<file path="config.mk">
export PLATFORM = sky130hd
export DESIGN_NAME = slsm_lane
export DESIGN_NICKNAME = d
export VERILOG_FILES = /design/src/slsm_pkg.sv /design/src/slsm_lane.sv
export SDC_FILE = /design/constraint.sdc
export NUM_CORES = 2
export LEC_CHECK = 0
export BUFFER_PORTS_ARGS = -buffer_cell sky130_fd_sc_hd__buf_2
export CORE_MARGIN = 2
export CORE_UTILIZATION = 35
export CTS_CLUSTER_SIZE = 14
export DETAILED_ROUTE_END_ITERATION = 8
export HOLD_SLACK_MARGIN = 0.05
export PLACE_DENSITY = 0.57
export SLEW_MARGIN = 15
export SYNTH_ARGS = -nofsm -noshare
export SYNTH_HDL_FRONTEND = slang
export SYNTH_SLANG_ARGS = --single-unit
</file>
<file path="constraint.sdc">
create_clock -name clk -period 7.6 [get_ports clk]
set_clock_uncertainty 0.15 [all_clocks]
set_input_delay 0.38 -clock clk [delete_from_list [all_inputs] [get_ports clk]]
set_output_delay 0.38 -clock clk [all_outputs]
set_load 0.005 [all_outputs]
</file>
<file path="src/slsm_pkg.sv">
// ----------------------------------------------------------------------------
// Slew-limited throttle and servo mapper: shared package
// Operation codes, register map, reset values, divider constants and the
// types passed between the lanes, the merging stage and the top level.
// ----------------------------------------------------------------------------
package slsm_pkg;

	// Operation codes carried in the input tuser.
	localparam logic [1:0] OP_SET  = 2'd0;
	localparam logic [1:0] OP_TICK = 2'd1;
	localparam logic [1:0] OP_STOP = 2'd2;

	// Register indexes (byte address is eight times the index).
	localparam logic [2:0] REG_SERVO_A   = 3'd0;
	localparam logic [2:0] REG_SERVO_B   = 3'd1;
	localparam logic [2:0] REG_SERVO_C   = 3'd2;
	localparam logic [2:0] REG_ESC       = 3'd3;
	localparam logic [2:0] REG_INTERVAL  = 3'd4;
	localparam logic [2:0] REG_SLEW_STEP = 3'd5;
	localparam logic [2:0] REG_MAX_ANGLE = 3'd6;

	// Register reset values.
	localparam logic [15:0] INTERVAL_RESET  = 16'd20;
	localparam logic [16:0] SLEW_STEP_RESET = 17'd437;
	localparam logic [16:0] MAX_ANGLE_RESET = 17'd17157;

	// Full throttle in Q.16.
	localparam logic [16:0] THROTTLE_FULL = 17'h10000;

	// Number of servo lanes and depth of the lane pipeline.
	localparam int unsigned NUM_LANES  = 3;
	localparam int unsigned LANE_DEPTH = 7;

	// Division by pi/2 in Q.16 (102944 = 32 * 3217): a shift by five, then a
	// reciprocal multiply by floor(2^29 / 3217) with one correction step.
	localparam logic [34:0] HALF_PI_Q16   = 35'd102944;
	localparam logic [11:0] DIV_ODD       = 12'd3217;
	localparam logic [17:0] DIV_RECIP     = 18'd166885;

	// Calibration of one servo channel.
	typedef struct packed {
		logic [15:0] neg_end;
		logic [15:0] centre;
		logic [15:0] pos_end;
	} servo_cal_t;

	// Pipeline control shared by all lanes.
	typedef struct packed {
		logic adv;
		logic zero;
	} lane_ctrl_t;

	// Unsaturated compare out of a lane.
	typedef logic signed [19:0] lane_sum_t;

endpackage

</file>
<file path="src/slsm_lane.sv">
// ----------------------------------------------------------------------------
// Slew-limited throttle and servo mapper: servo lane
// Clamps one angle, picks the slope for its sign, multiplies and divides the
// product by pi/2 with floor rounding, and adds the centre compare.
// ----------------------------------------------------------------------------
module slsm_lane
	import slsm_pkg::*;
(
	input  logic              clk,
	input  lane_ctrl_t        ctrl,
	input  servo_cal_t        cal,
	input  logic signed [17:0] angle,
	input  logic [16:0]       max_angle,
	output lane_sum_t         sum
);

	logic signed [17:0] a_s1;
	logic signed [16:0] slope_s1;
	logic [15:0]        centre_s1;
	logic signed [34:0] prod_s2;
	logic [15:0]        centre_s2;
	logic [28:0]        v_s3;
	logic               neg_s3;
	logic [15:0]        centre_s3;
	logic [46:0]        p_s4;
	logic [28:0]        v_s4;
	logic               neg_s4;
	logic [15:0]        centre_s4;
	logic [17:0]        q0_s5;
	logic [28:0]        v_s5;
	logic               neg_s5;
	logic [15:0]        centre_s5;
	logic [17:0]        q_s6;
	logic               neg_s6;
	logic [15:0]        centre_s6;
	lane_sum_t          sum_s7;

	logic signed [18:0] a_ext;
	logic signed [18:0] lim;
	logic signed [18:0] a_cl;
	logic signed [16:0] slope_c;
	logic [34:0]        mag;
	logic [34:0]        u_c;
	logic [29:0]        qd_c;
	logic [28:0]        r_c;
	logic signed [19:0] q_signed;

	// Stage 1: clamp the angle and choose the slope by its sign.
	always_comb begin
		a_ext = 19'(angle);
		lim   = $signed({2'b00, max_angle});
		if (a_ext > lim) begin
			a_cl = lim;
		end else if (a_ext < -lim) begin
			a_cl = -lim;
		end else begin
			a_cl = a_ext;
		end
		if (ctrl.zero) begin
			a_cl = '0;
		end
		if (a_cl > 19'sd0) begin
			slope_c = $signed({1'b0, cal.pos_end}) - $signed({1'b0, cal.centre});
		end else begin
			slope_c = $signed({1'b0, cal.centre}) - $signed({1'b0, cal.neg_end});
		end
	end

	// Stage 3: work on the magnitude, biased for floor rounding when negative.
	always_comb begin
		mag = prod_s2[34] ? 35'(-prod_s2) : 35'(prod_s2);
		u_c = prod_s2[34] ? mag + (HALF_PI_Q16 - 35'd1) : mag;
	end

	// Stage 6: one correction step on the reciprocal estimate.
	always_comb begin
		qd_c = {12'd0, q0_s5} * {18'd0, DIV_ODD};
		r_c  = v_s5 - qd_c[28:0];
	end

	// Stage 7: apply the sign and add the centre.
	always_comb begin
		q_signed = neg_s6 ? -$signed({2'b00, q_s6}) : $signed({2'b00, q_s6});
	end

	// Lane pipeline, frozen while the result cannot be handed on.
	always_ff @(posedge clk) begin
		if (ctrl.adv) begin
			a_s1      <= a_cl[17:0];
			slope_s1  <= slope_c;
			centre_s1 <= cal.centre;

			prod_s2   <= slope_s1 * a_s1;
			centre_s2 <= centre_s1;

			v_s3      <= u_c[33:5];
			neg_s3    <= prod_s2[34];
			centre_s3 <= centre_s2;

			p_s4      <= v_s3 * DIV_RECIP;
			v_s4      <= v_s3;
			neg_s4    <= neg_s3;
			centre_s4 <= centre_s3;

			q0_s5     <= p_s4[46:29];
			v_s5      <= v_s4;
			neg_s5    <= neg_s4;
			centre_s5 <= centre_s4;

			q_s6      <= (r_c >= 29'(DIV_ODD)) ? q0_s5 + 18'd1 : q0_s5;
			neg_s6    <= neg_s5;
			centre_s6 <= centre_s5;

			sum_s7    <= $signed({4'b0000, centre_s6}) + q_signed;
		end
	end

	assign sum = sum_s7;

endmodule

</file>
* Word level (Yosys, flattened, before mapping)
Index checks and enable logic that the tools add are counted.
W data, S select, Z words.
** Cells by class
- Add/subtract/negate cells :: 9
- Multipliers :: 3
- Magnitude comparators :: 4
- Multiplexer cells :: 8
** Operators with widths (count)
- $mux W34 :: 2
- $mux W19 :: 3
- $mul A29 B18 Y47 const B :: 1
- $mul A17 B18 Y35 :: 1
- $add A34 B17 Y34 const B :: 1
- $neg A34 Y34 :: 1
- $sub A16 B16 Y17 :: 2
- $ge A29 B12 Y1 const B :: 1
- $mul A18 B12 Y29 const B :: 1
- $sub A29 B29 Y29 :: 1
- $add A17 B20 Y20 :: 1
- $mux W20 :: 1
- $neg A18 Y20 :: 1
- $gt A19 B1 Y1 const B :: 1
- $lt A18 B19 Y1 :: 1
- $neg A17 Y19 :: 1
- $add A18 B1 Y18 const B :: 1
- $gt A18 B18 Y1 :: 1
- $mux W18 :: 1
- $mux W17 :: 1
** Word-level totals
- Bits in registers :: 360
- Input port bits :: 86
- Output and inout bits :: 20
- Logic and storage cells :: 44

* Depth between registers and ports, before layout
- Word-level depth :: 7
- Mapped depth :: 26
- Mapped depth without buffers :: 25

* Worst setup path before layout
OpenSTA, ideal clock, no wires.
- Path kind :: reg-to-reg
- Start :: register slope_s1[5]
- End :: register prod_s2[33], data pin
- Setup time :: 0.258 ns
- Data arrival time :: 5.999 ns
- Required time :: 7.192 ns
- Path slack :: 1.194 ns
- Cell stages (with the launch flop) :: 27
- Buffers on the path :: 2
- Period minus slack after synthesis :: 6.406 ns
- Cell sequence :: edfxtp_1 -> clkbuf_1 -> clkbuf_1 -> nand2_1 -> fa_1 -> inv_1 -> fa_1 -> inv_1 -> fa_1 -> inv_1 -> fa_1 -> inv_1 -> fa_1 -> inv_1 -> fa_1 -> ha_1 -> o21ai_0 -> a21boi_0 -> o21ai_0 -> nor2b_1 -> a21oi_1 -> a21oi_1 -> o31ai_1 -> o41ai_1 -> o21bai_1 -> a21oi_1 -> xnor2_1
** On the way
- Cells in the longest elaborated chain, start to end :: 1
** RTL lines
- start: declaration :: line slsm_lane.sv:18 : logic signed [16:0] slope_s1;
- start signal: assignment :: line slsm_lane.sv:90 : slope_s1 <= slope_c;
- $mul A17 B18 Y35 :: line slsm_lane.sv:93 : prod_s2 <= slope_s1 * a_s1;
- end signal: assignment :: line slsm_lane.sv:93
- end: declaration :: line slsm_lane.sv:20 : logic signed [34:0] prod_s2;
Every way passes these cells.
A chain may end at the register's enable or synchronous reset.

* Worst setup path after layout
- Start :: register slope_s1[8]
- End :: register prod_s2[32], data pin
The elaborated chain is that of the path after synthesis.

==> flow_metrics.py <==
metrics = {
    "route": {
        "vias": 25740,
        "first_pass_iters": 7,
        "routedWlPerCell_um": 16.93,
        "wl_met2_mm": 44.51,
        "top_layer": "met4",
        "drt_iter0_drc": 1494,
        "ant_nets": 0,
        "viasPerCell": 4.818,
        "wirelength_mm": 90.46,
        "drc": 0,
        "wl_met1_mm": 40.28,
        "wl_met3_mm": 3.676,
    },
    "worst_hold_path": {
        "hold_depth": 3,
        "hold_class": "in -> reg",
    },
    "clock_tree": {
        "numCtsBuffers": 39,
        "htree_levels": 2,
        "clk_pin_slew_ps": 60,
        "cts_tree": "built",
        "cts_sinks": 331,
        "clock_latency_ps": 580,
        "cts_max_path_buffers": 3,
        "cts_root_buffer": "clkbuf_16",
        "postCtsSetupRepairBufs": 0,
    },
    "final_layout": {
        "final_common_cell": "inv_1",
        "layout_common_cells": "750 x inv_1, 578 x fa_1, 449 x ha_1, 331 x edfxtp_1, 275 x nand2_1",
        "layout.nets": 4927,
        "area_growth_pct": 9.574,
        "design_area_mm2": 0.04333,
        "drive_above_1_share": 0.06063,
        "diodes": 0,
        "n_fill_cell": 11170,
    },
    "logic_synthesis": {
        "synth_top_family_by_area": "adder cells",
        "synth_xor_area_frac": 0.04872,
        "yosysUniqueCellTypes": 80,
        "synth_flop_cell": "edfxtp_1",
        "syn_inst": 3699,
        "synth_area_leaders": "fa_1 29%, edfxtp_1 25%, ha_1 14%",
        "async_flop_share": 0,
        "syn_nets": 4812,
        "synthSimpleGateAreaFrac": 0.09839,
        "synth-seq-area-share": 0.2513,
        "postSynthAreaPerCell_um2": 10.69,
        "synth_top_area_cell": "fa_1",
        "synth_compound_area_frac": 0.07913,
        "synth_edf_count": 331,
        "ys_ff_latch": 331,
        "synth_top_area_share": 0.2926,
        "synth.cell_area_mm2": 0.03955,
        "muxShareOfSynthArea": 0.008099,
        "synth_fa_ha_area_frac": 0.4346,
        "synth_warnings": 0,
    },
    "die": {
        "coreArea_mm2": 0.1123,
        "fp.dieW_um": 340.1,
        "die_h_um": 340.1,
        "die_area_mm2": 0.1157,
        "rows": 123,
        "num_io_pins": 106,
        "start_util": 0.3520,
    },
    "setup_path": {
        "crit_type": "reg -> reg",
        "critPathSlowestCell": "edfxtp_1",
        "crit_required_ps": 7780,
        "crit_chain": "nand2_1 > fa_1 > inv_1 > fa_1 > inv_1 > fa_1 > fa_1 > fa_1 > inv_1 > fa_1 > ha_1 > o21ai_0 > a21boi_0 > o21ai_0 > a31oi_1 > o21ai_0 > a21oi_1 > a41oi_1 > nand2b_1 > a21o_1 > xor2_1",
        "critical_path.most_common_cell": "fa_1",
        "ff2ff_setup_slack_ps": 540,
        "reg2regPathDepth": 21,
        "worstSetupEndpointType": "flip-flop",
        "worst_ep_arrival_time_ps": 7240,
        "start_kind": "flip-flop",
        "cpPeakStageDelay_ps": 920,
        "crit_fanout": 18,
    },
    "timing": {
        "fmax_mhz": 141.6,
        "worst_pin_slew_ps": 991.9,
        "slew_headroom": 0.3387,
        "fin_crit_ps": 7064,
        "slew_viol_final": 0,
        "setup_viol": 0,
        "finalHoldViolations": 0,
        "timing.final.crit_share": 0.9295,
        "fin_tns_setup_ps": 0,
        "rsz0062_at_grt": "false",
    },
    "job": {
        "maxCapViolations": 0,
    },
    "placed_design": {
        "hpwl_mm": 74.33,
        "placed_area_mm2": 0.04188,
        "gp_congestion": 0.8878,
        "io_buffers": 105,
    },
    "grt": {
        "antenna_found_initial": 0,
        "grt_pass1_wl_mm": 148.8,
        "overflow": 0,
        "grt_pass1_vias": 27560,
        "grt_max_degree": 168,
        "grt_usage": 0.1621,
    },
    "run_status": {
        "status": "completed",
    },
}
==> Yosys cell counts (24+ instances only) <==
cell type / number
xor2_1: 77
edfxtp_1: 331
inv_1: 750
clkbuf_1: 70
a21oi_1: 135
o21a_1: 24
and2_1: 140
nor3_1: 44
nand2_1: 275
a21o_1: 42
o21ai_0: 94
fa_1: 578
ha_1: 449
xnor2_1: 143
nand2b_1: 32
nor2_1: 125
nand3_1: 49
==> path summary, 6_finish.rpt <==
| kind | from | end |
|---|---|---|
| min reg2reg | centre_s5[7]$_DFFE_PP_ | centre_s6[7]$_DFFE_PP_ |
| max | slope_s1[8]$_DFFE_PP_ | prod_s2[32]$_DFFE_PP_ |
| min | max_angle[15] | a_s1[15]$_DFFE_PP_ |
| max reg2reg | slope_s1[8]$_DFFE_PP_ | prod_s2[32]$_DFFE_PP_ |
==> final cells by class <==
class / count / area [um2] / area share
multi-input combinational: 2537 / 26460 / 0.6105
inverter: 751 / 2819 / 0.06505
clock inverter: 28 / 296.5 / 0.006843
clock buffer: 42 / 987.2 / 0.02278
tap: 1500 / 1877 / 0.04331
timing repair buffer: 154 / 958.4 / 0.02212
sequential: 331 / 9940 / 0.2294
==> cell families (layout without fill, tap and decap cells) <==
logic type | Yosys count | count (layout)
fa+ha+maj | 1027 | 1027
buf+inv | 831 | 975
simple gates | 785 | 785
compound gates | 474 | 474
flops | 331 | 331
xor+xnor | 220 | 220
mux | 31 | 31
==> through the flow <==
stage,hold slack (ps),cells,util,setup WS (ps)
floorplan,250.3,3699,-,1194
global placement,251.1,5256,0.3728,691.4
detailed placement,254.5,5256,0.3728,569.4
CTS,63.17,5343,0.3857,534.1
global route,101.6,5343,0.3857,105.7
finish,84.65,5343,0.3857,535.9
==> critical path, delay by kind of cell (launching register included) <==
| family | cells | cell delay (ps) |
|---|---|---|
| AND/OR/NAND/NOR | 2 | 270 |
| XOR/XNOR | 1 | 140 |
| flip-flops | 1 | 920 |
| adder cells (fa/ha/maj) | 7 | 3310 |
| AO/OA/AOI/OAI | 8 | 1860 |
| buffers and inverters | 3 | 160 |
==> layer usage <==
layer / up-vias / GRT usage
met5: - / 0
met4: 0 / 0.03845
met2: 487 / 0.2813
met1: 12820 / 0.2150
li1: 12340 / -
met3: 103 / 0.02061
==> sequential cells by signal, summed over array words and instances, names as in the netlist <==
register,flops
centre_s2,16
centre_s4,16
a_s1,18
centre_s5,16
neg_s3,1
p_s4,20
prod_s2,35
slope_s1,17
neg_s5,1
v_s4,27
neg_s6,1
q0_s5,18
v_s3,29
q_s6,18
centre_s1,16
neg_s4,1
sum,20
v_s5,29
centre_s3,16
centre_s6,16
==> what timing repair did <==
action	CTS	global route
resized for setup	0	0
hold endpoints to repair	17	0
hold buffers	17	0
Power is left out: the tool's default activity adds up to more than one toggle a clock period on the data nets, which glitch-free logic cannot reach.
