`config.mk`:
```
export PLATFORM = sky130hd
export DESIGN_NAME = slsm_merge
export DESIGN_NICKNAME = d
export VERILOG_FILES = /design/src/slsm_pkg.sv /design/src/slsm_merge.sv
export SDC_FILE = /design/constraint.sdc
export NUM_CORES = 1
export LEC_CHECK = 0
export BUFFER_PORTS_ARGS = -buffer_cell sky130_fd_sc_hd__buf_2
export CORE_ASPECT_RATIO = 0.6
export CORE_MARGIN = 2
export CORE_UTILIZATION = 25
export CTS_CLUSTER_DIAMETER = 120
export DETAILED_ROUTE_END_ITERATION = 7
export GPL_TIMING_DRIVEN = 0
export HOLD_SLACK_MARGIN = 0.08
export PLACE_DENSITY = 0.47
export SYNTH_ARGS = -nofsm -noshare
export SYNTH_HDL_FRONTEND = slang
export SYNTH_SLANG_ARGS = --single-unit
```
`constraint.sdc`:
```
create_clock -name clk -period 1.45 [get_ports clk]
set_input_delay 0.0725 -clock clk [delete_from_list [all_inputs] [get_ports clk]]
set_output_delay 0.0725 -clock clk [all_outputs]
set_load 0.01 [all_outputs]
```
`src/slsm_pkg.sv`:
```
// ----------------------------------------------------------------------------
// Slew-limited throttle and servo mapper: shared package
// Operation codes, register map, reset values, divider constants and the
// types passed between the lanes, the merging stage and the top level.
// ----------------------------------------------------------------------------
package slsm_pkg;

	// Operation codes carried in the input tuser.
	localparam logic [1:0] OP_SET  = 2'd0;
	localparam logic [1:0] OP_TICK = 2'd1;
	localparam logic [1:0] OP_STOP = 2'd2;

	// Register indexes (byte address is eight times the index).
	localparam logic [2:0] REG_SERVO_A   = 3'd0;
	localparam logic [2:0] REG_SERVO_B   = 3'd1;
	localparam logic [2:0] REG_SERVO_C   = 3'd2;
	localparam logic [2:0] REG_ESC       = 3'd3;
	localparam logic [2:0] REG_INTERVAL  = 3'd4;
	localparam logic [2:0] REG_SLEW_STEP = 3'd5;
	localparam logic [2:0] REG_MAX_ANGLE = 3'd6;

	// Register reset values.
	localparam logic [15:0] INTERVAL_RESET  = 16'd20;
	localparam logic [16:0] SLEW_STEP_RESET = 17'd437;
	localparam logic [16:0] MAX_ANGLE_RESET = 17'd17157;

	// Full throttle in Q.16.
	localparam logic [16:0] THROTTLE_FULL = 17'h10000;

	// Number of servo lanes and depth of the lane pipeline.
	localparam int unsigned NUM_LANES  = 3;
	localparam int unsigned LANE_DEPTH = 7;

	// Division by pi/2 in Q.16 (102944 = 32 * 3217): a shift by five, then a
	// reciprocal multiply by floor(2^29 / 3217) with one correction step.
	localparam logic [34:0] HALF_PI_Q16   = 35'd102944;
	localparam logic [11:0] DIV_ODD       = 12'd3217;
	localparam logic [17:0] DIV_RECIP     = 18'd166885;

	// Calibration of one servo channel.
	typedef struct packed {
		logic [15:0] neg_end;
		logic [15:0] centre;
		logic [15:0] pos_end;
	} servo_cal_t;

	// Pipeline control shared by all lanes.
	typedef struct packed {
		logic adv;
		logic zero;
	} lane_ctrl_t;

	// Unsaturated compare out of a lane.
	typedef logic signed [19:0] lane_sum_t;

endpackage

```
`src/slsm_merge.sv`:
```
// ----------------------------------------------------------------------------
// Slew-limited throttle and servo mapper: merging stage
// Finishes the ESC compare, saturates all four compares and holds the
// result in the output register until the master side takes it.
// ----------------------------------------------------------------------------
module slsm_merge
	import slsm_pkg::*;
#(
	parameter int unsigned COMPARE_BITS = 16
) (
	input  logic               clk,
	input  logic               arst_n,
	input  logic               load,
	input  logic [15:0]        esc_lo,
	input  logic signed [34:0] esc_prod,
	input  lane_sum_t          lane_sum [NUM_LANES],
	input  logic               m_tready,
	output logic               m_tvalid,
	output logic [63:0]        m_tdata
);

	localparam logic [32:0] SAT_TOP = (33'd1 << COMPARE_BITS) - 33'd1;

	logic               out_valid_q;
	logic [63:0]        out_data_q;
	logic signed [19:0] esc_sum;
	logic [63:0]        merged;

	// Saturate to the compare range, then keep the low sixteen bits.
	function automatic logic [15:0] saturate(input lane_sum_t v);
		logic [32:0] wide;
		wide = {13'd0, v};
		if (v < 20'sd0) begin
			return 16'd0;
		end else if (wide > SAT_TOP) begin
			return SAT_TOP[15:0];
		end
		return v[15:0];
	endfunction

	// ESC compare: zero-throttle compare plus the floored scaled span.
	always_comb begin
		esc_sum = $signed({4'b0000, esc_lo}) + 20'(esc_prod >>> 16);
		merged  = {saturate(lane_sum[2]), saturate(lane_sum[1]),
			saturate(lane_sum[0]), saturate(esc_sum)};
	end

	// Output register.
	always_ff @(posedge clk or negedge arst_n) begin
		if (!arst_n) begin
			out_valid_q <= 1'b0;
		end else if (load) begin
			out_valid_q <= 1'b1;
		end else if (m_tready) begin
			out_valid_q <= 1'b0;
		end
	end

	always_ff @(posedge clk) begin
		if (load) begin
			out_data_q <= merged;
		end
	end

	assign m_tvalid = out_valid_q;
	assign m_tdata  = out_data_q;

endmodule

```
======== Word-level counts from Yosys, hierarchy flattened ========
Cells that the tools add are included.
word-level totals
  output and inout port bits .............. 65
  input bits .............................. 115
  register bits ........................... 65
  word-level logic and storage cells ...... 34
cells by class
  multiplexer cells ....................... 22
  order comparisons ....................... 8
  reduce and logical (&&, ||, !) cells .... 1
  $add $sub $neg .......................... 1
operators by type and width
  kind                                                                               number
  16-bit 2-to-1 mux                                                                  12
  20-bit by 16-bit greater-than comparator with 1-bit output, second input constant  4
  20-bit by 1-bit < comparator with 1-bit output, second input constant              4
  17-bit by 19-bit adder with 20-bit output                                          1
  1-bit 2-to-1 mux                                                                   10
  2-bit nonzero test                                                                 1

======== Logic depth before layout (Yosys ltp) ========
Gate-level depths: netlist (run 1).
  depth in word-level cells ............... 5
  depth in mapped cells ................... 10

======== Least setup slack after synthesis (run 1) ========
No wires, ideal clock.
  kind .................................... input -> register
  start ................................... input esc_lo[0]
  end ..................................... register out_data_q[11], in the netlist m_tdata[11] (data pin)
  data required time ...................... 1.196 ns
  path slack .............................. -1.109 ns
  path buffers ............................ 0
  cell stages on the path ................. 9
  arrival ................................. 2.305 ns
  cell sequence ........................... ha_1 > fa_1 > a21oi_1 > a2bb2oi_1 > a211oi_4 > nor3_2 > mux2_4 > mux2_4 > a21o_1
between the ends
  cells in the longest elaborated chain, start to end .. 5
  elaborated cells on any way between the ends .. 7
  those cells by class .................... add/sub (1); order compare (2); mux (4)
RTL lines
  item                                                        RTL line          text
  start: declaration                                          slsm_merge.sv:14  input logic [15:0] esc_lo,
  17-bit by 19-bit adder with 20-bit output *                 slsm_merge.sv:43  esc_sum = $signed({4'b0000, esc_lo}) + 20'(esc_prod >>> 16);
  20-bit by 16-bit greater-than comparator with 1-bit output  slsm_merge.sv:35  end else if (wide > SAT_TOP) begin
  1-bit 2-to-1 mux                                            slsm_merge.sv:35
  1-bit 2-to-1 mux                                            slsm_merge.sv:33  if (v < 20'sd0) begin
  16-bit 2-to-1 mux *                                         slsm_merge.sv:38  return v[15:0];
  named net merged[11]                                        slsm_merge.sv:27  logic [63:0] merged;
  end signal: assignment                                      slsm_merge.sv:61  out_data_q <= merged;
  end: declaration                                            slsm_merge.sv:25  logic [63:0] out_data_q;
Mark *: on every way through the listed nets, which the timed path passes. The rest lies on a longest branch.
A chain may end at the register's enable or synchronous reset.

======== Final worst setup path (run 1) ========
  start ................................... input esc_lo[10]
  end ..................................... register out_data_q[5], in the netlist m_tdata[5] (data pin)
Same word-level chain as after synthesis.

==> results of run 1 <==
power by group through the flow:
| stage | Clock, mW | Sequential (mW) | Combinational (mW) |
|---|---|---|---|
| after CTS | 2.38 | 2.33 | 1.27 |
| after global routing | 2.46 | 2.34 | 1.54 |
| after floorplan | 0 | 2.47 | 0.499 |
| after global placement | 0 | 2.36 | 1.09 |
| after detailed placement | 0 | 2.36 | 1.09 |
| final | 2.26 | 2.33 | 1.40 |
path summary, 6_finish.rpt:
| path | start | endpoint | slack (ns) | depth (start not counted) |
|---|---|---|---|---|
| min reg2reg | m_tvalid$_DFFE_PN0P_ | m_tvalid$_DFFE_PN0P_ | 0.48 | 1 |
| max reg2reg | m_tvalid$_DFFE_PN0P_ | m_tvalid$_DFFE_PN0P_ | 0.80 | 1 |
| max | esc_lo[10] | m_tdata[5]$_DFFE_PP_ | -0.67 | 9 |
| min in group asynchronous | arst_n | m_tvalid$_DFFE_PN0P_ | 0.59 | 3 |
| max in group asynchronous | arst_n | m_tvalid$_DFFE_PN0P_ | 0.76 | 3 |
| min | esc_prod[34] | m_tdata[1]$_DFFE_PP_ | 0.15 | 2 |
per-layer routing:
metal  share of wire [%]  wire length (um)  vias up  global-route usage [%]
met5               0.068                 7        -                       0
met1                  51              5230     1489                    18.8
met3                 8.4               871        4                    5.82
met4                0.26                27        2                    2.75
met2                  41              4190      113                    18.7
li1                    -                 -     1656                       -
final cells by class:
cell class	instances	area share (%)
Inverter	5	0.320
Tap cell	175	3.73
Timing Repair Buffer	232	26.1
Sequential cell	65	33.1
Multi-Input combinational cell	241	30.5
Buffer	11	0.916
Clock buffer	10	3.90
Clock inverter	6	1.41
repair_timing:
item,in CTS,in global routing
endpoints found under the setup margin,26,46
hold buffers,51,0
hold endpoints to repair,50,0
pin swaps,8,22
cloned,0,0
gates resized for setup,19,42
setup buffers,5,14
registers in the layout (all words and copies together), names as in the netlist:
| signal | cells |
|---|---|
| m_tdata | 64 |
| m_tvalid | 1 |
cell families after synthesis:
family	count (synthesis)	synth area share [%]
flip-flops	65	55.8
adder cells (fa/ha/maj)	17	6.31
XOR/XNOR	12	3.01
buffers and inverters	16	1.97
AO/OA/AOI/OAI	70	13.9
multiplexers	4	1.43
AND/OR/NAND/NOR	138	17.5
per-stage QoR:
step | setup slack, ns | hold slack [ns]
floorplan | -0.816 | -0.223
global placement | -1.26 | -0.153
detailed placement | -1.28 | -0.151
CTS | -0.730 | 0.129
global route | -0.729 | 0.160
finish | -0.668 | 0.150
cells in the final DEF, fill, tap and decap left out, types with 3 or more instances in the layout:
cell type and n:
a21oi_2 3, clkbuf_2 4, edfxtp_1 64, a21o_1 14
nand2_1 98, o21ai_0 7, or2_2 6, clkbuf_1 7
ha_1 6, nor2_1 5, a21oi_1 14, buf_6 11
ha_4 8, buf_2 152, inv_1 5, buf_4 18
clkbuf_16 9, xor2_1 5, o21a_1 3, a31oi_1 5
nand3_1 3, nor4_4 3, dlygate4sd3_1 51, xnor2_1 6
nor3_1 3
==> impl_metrics.yaml, run 1 <==
cells_and_area:
  multi_input_comb_area_mm2: 0.00179
  utilization_pct: 43.1
  ff_latch_area_mm2: 0.00195
  n_fill_cell: 1322
  antennaDiodeCount: 0
  areaGrowthSynthToFinish_pct: 68.3
  nNetsFinal: 697
  drive_gt1_share_pct: 43.9
  fin_area_mm2: 0.00587
  layout.cells.non_filler: 745
logic_synthesis:
  synth-seq-area-share_pct: 55.8
  synth.most_common_cell: "nand2_1"
  synth_seq_cells: 65
  synth_edf_count: 64
  syn_avg_cell_area_um2: 10.8
  synth_top_area_cell: "edfxtp_1"
  async_flop_share_pct: 1.54
  synth_nets: 454
  synthCells: 322
  mappedNetlistArea_mm2: 0.00349
  synth_area_leaders: "edfxtp_1, nand2_1, ha_1, a21o_1, a21oi_1"
  synthFlopType: "edfxtp_1"
  synth_top_area_share_pct: 55.1
  yosysWarnings: 0
  ys_types: 49
  synthTopCellsByCount: "nand2_1, edfxtp_1, a21oi_1"
sta:
  finalCritPeriodShare_pct: 146
  slew_viol_final: 0
  finalSetupTns_ns: -10.03
  fin_crit_ns: 2.12
  slew_headroom_pct: 40.7
  skew_ns: 0
  hold_viol_final: 0
  worstMarginPinSlew_ns: 0.889
  fmax_mhz: 472
  final-setup-viol-count: 16
  rsz0062_at_grt: "yes"
  setup_slack_ns: -0.668
status:
  status: "finished, violations left"
  violations: "negative setup slack"
grt:
  grt_pass1_wl_um: 15100
  grt_max_degree: 66
  overflow: 0
  antenna_found_initial: 1
  track_usage_pct: 13.3
  grt_pass1_vias: 3012
worst_setup_path:
  cp_slowest_cell: "or3_4"
  critPathMaxFanout: 8
  cp-start-kind: "input port"
  cp_slowest_stage_delay_ns: 0.40
  crit_arrival_ns: 2.19
  path_class: "input port to flop"
  path_cells: "buf_6, ha_4, nand2_4, or3_4, a211oi_4, nor3_4, mux2_4, mux2_4, a21o_1"
  critPathMostFrequentCell: "mux2_4"
  crit_buf_inv: 1
  required_ns: 1.52
  crit_path_end_kind: "flop"
  cp_top_family: "multiplexers"
clock_tree:
  cts_buffers: 9
  cts-root-buf: "clkbuf_16"
  clockBufferDepth: 2
  cts.sinks: 65
  cts_tree: "done"
  clkTransAtPathRegs_ns: 0.05
  h-tree-depth: 3
  worstSkewPairLatency_ns: 0.32
power:
  power_mw: 6.00
  clockPowerShare_pct: 37.8
  power_density_mw_per_mm2: 1020
  p_int_mw: 4.48
  switching_power_mw: 1.52
  p_comb_share_pct: 23.4
  leakagePower_nw: 2.57
  switching_share_pct: 25.3
  seqPwrFrac_pct: 38.8
  vdd_drop_max_mv: 0.513
floorplan:
  fp.dieH_um: 95.5
  io_pins: 180
  core-area_mm2: 0.0136
  start_util_pct: 25.6
  rows: 33
  fp.dieArea_mm2: 0.0150
  die_w_um: 157
routing:
  dr.pass1.iters: 4
  drt_wl_total_um: 10300
  initialDrtViolationCount: 117
  drc: 0
  viasPerCell: 4.38
  wl_per_cell_um: 13.9
  vias: 3264
  ant_nets: 0
placement:
  dp.cells: 660
  port_buffers: 163
  hpwl_um: 7280
  post_dp_cell_area_mm2: 0.00460
  gp_congestion: 0.786
min_path:
  hold_class: "input port to flop"
run:
  maxCapViolations: 0
(Power assumes the default switching activity.)
==> run 2, diff against run 1 <==
CTS_CLUSTER_DIAMETER = 60   (was 120)
PLACE_DENSITY = 0.49   (was 0.47)
clock period = 1.9 ns   (was 1.45 ns; I/O delays follow)
==> run 2 against run 1 <==
Against the previous run: the run still ends with negative setup slack left; die area unchanged; critical path depth did not move; highest routed layer is now met4; largest power group unchanged; largest cell class unchanged; global-route usage rose by 0.66 points; clock power fell by 28%; cell area decreased by 1.6%.
==> impl_metrics.yaml, run 2 (synthesis results as in run 1) <==
cells_and_area:
  final_cell_mix: "buf_2, nand2_1, edfxtp_1"
  layout.cells.non_filler: 739
  fin_area_mm2: 0.00578
  areaGrowthSynthToFinish_pct: 65.6
  final_common_cell: "buf_2"
  largest_register_ffs: 64
  utilization_pct: 42.4
  antennaDiodeCount: 0
  nNetsFinal: 691
  drive_gt1_share_pct: 42.7
sta:
  fin_crit_ns: 2.24
  finalCritPeriodShare_pct: 118
  hold_viol_final: 0
  holdWs_ns: 0.166
  slew_viol_final: 0
  final-setup-viol-count: 16
  fmax_mhz: 447
  rsz0062_at_grt: "yes"
  worstMarginPinSlew_ns: 0.892
  slew_headroom_pct: 40.5
  skew_ns: 0
  setup_slack_ns: -0.339
worst_setup_path:
  critPathMaxFanout: 8
  crit_buf_inv: 1
  r2r_setup_slack_ns: 1.23
  cp_slowest_stage_delay_ns: 0.41
  cp-startpoint: "esc_prod[29]"
  path_cells: "buf_6, ha_4, a21oi_2, nand2_1, o31a_2, nor3_2, mux2_4, mux2_4, a21o_1"
  rr_startpoint: "m_tvalid$_DFFE_PN0P_"
  required_ns: 1.99
  path_class: "input port to flop"
  cp_top_family: "compound AO/OA/AOI/OAI gates"
  cp_slowest_cell: "o31a_2"
  critPathMostFrequentCell: "mux2_4"
  cp-start-kind: "input port"
  crit_arrival_ns: 2.32
  crit_path_end_kind: "flop"
placement:
  port_buffers: 163
  dp.cells: 660
  post_dp_cell_area_mm2: 0.00456
  gp_congestion: 0.857
  hpwl_um: 7330
floorplan:
  io_pins: 180
  fp.dieArea_mm2: 0.0150
  die_w_um: 157
  core-area_mm2: 0.0136
  fp.dieH_um: 95.5
  start_util_pct: 25.6
  rows: 33
routing:
  ant_nets: 0
  viasPerCell: 4.46
  dr_wl_met3_um: 708
  drc: 0
  wl_met1_um: 5280
  dr.pass1.iters: 4
  wl_met2_um: 4760
  initialDrtViolationCount: 158
  drt_wl_total_um: 10900
  wl_per_cell_um: 14.7
  top_layer: "met4"
  vias: 3297
clock_tree:
  clockBufferDepth: 2
  cts-root-buf: "clkbuf_16"
  worstSkewPairLatency_ns: 0.32
  cts_buffers: 9
  cts_tree: "done"
  cts.sinks: 65
  clkTransAtPathRegs_ns: 0.06
  h-tree-depth: 3
power:
  vdd_drop_max_mv: 0.415
  leakagePower_nw: 2.50
  power_density_mw_per_mm2: 775
grt:
  grt_pass1_wl_um: 15900
  antenna_found_initial: 0
  track_usage_pct: 14.0
  grt_pass1_vias: 3128
  grt_max_degree: 66
  overflow: 0
min_path:
  hold_class: "input port to flop"
  hold_path.startpoint: "esc_prod[34]"
status:
  status: "finished, violations left"
  violations: "negative setup slack"
run:
  maxCapViolations: 0
run 2: changes by cell type in the layout (fill, tap and decap cells not counted), sizes merged:
cell      previous run  this run
clkinvlp             0         2
clkinv               4         3
bufinv               2         1
buf                182       176
run 2: per-stage QoR:
| step | TNS, ns | setup WS [ns] | power (mW) |
|---|---|---|---|
| 5_1_grt | -5.20 | -0.361 | 4.71 |
| 3_5_place_dp | -29.68 | -0.849 | 2.63 |
| 4_1_cts | -4.75 | -0.348 | 4.48 |
| 3_3_place_gp | -26.35 | -0.831 | 2.63 |
| 2_1_floorplan | -5.55 | -0.388 | 2.26 |
| 6_report | -4.75 | -0.339 | 4.48 |
run 2: worst paths after layout:
check | end | cells past startpoint
hold reg to reg | m_tvalid$_DFFE_PN0P_ | 1
setup reg to reg | m_tvalid$_DFFE_PN0P_ | 1
setup / recovery | m_tdata[7]$_DFFE_PP_ | 9
hold / removal | m_tdata[1]$_DFFE_PP_ | 2
max in group asynchronous | m_tvalid$_DFFE_PN0P_ | 3
min in group asynchronous | m_tvalid$_DFFE_PN0P_ | 3
run 2: cell type report:
class	count	area, um^2
Buffer	11	50.0
Clock buffer	10	229
Clock inverter	6	60.1
Fill cell	1317	7850
Inverter	5	18.8
Multi-Input combinational cell	241	1780
Sequential cell	65	1950
Tap cell	175	219
Timing Repair Buffer	226	1480
run 2: power by group:
group          internal [mW]  switching, mW  total (mW)
combinational          0.523          0.552        1.08
clock                   1.01          0.619        1.63
sequential              1.74         0.0341        1.78
run 2: repair_timing:
action / in CTS / in global routing
hold endpoints to repair: 50 / 0
resized for setup: 28 / 26
pin swaps: 10 / 13
hold buffers: 51 / 0
endpoints found under the setup margin: 46 / 38
buffers inserted: 4 / 8
gates cloned: 0 / 0
run 2: per-layer routing:
metal  track usage, %  vias up
li1                 -     1643
met1             19.7     1525
met2             20.4      120
met3             4.00        9
met4             4.82        0
met5                0        -
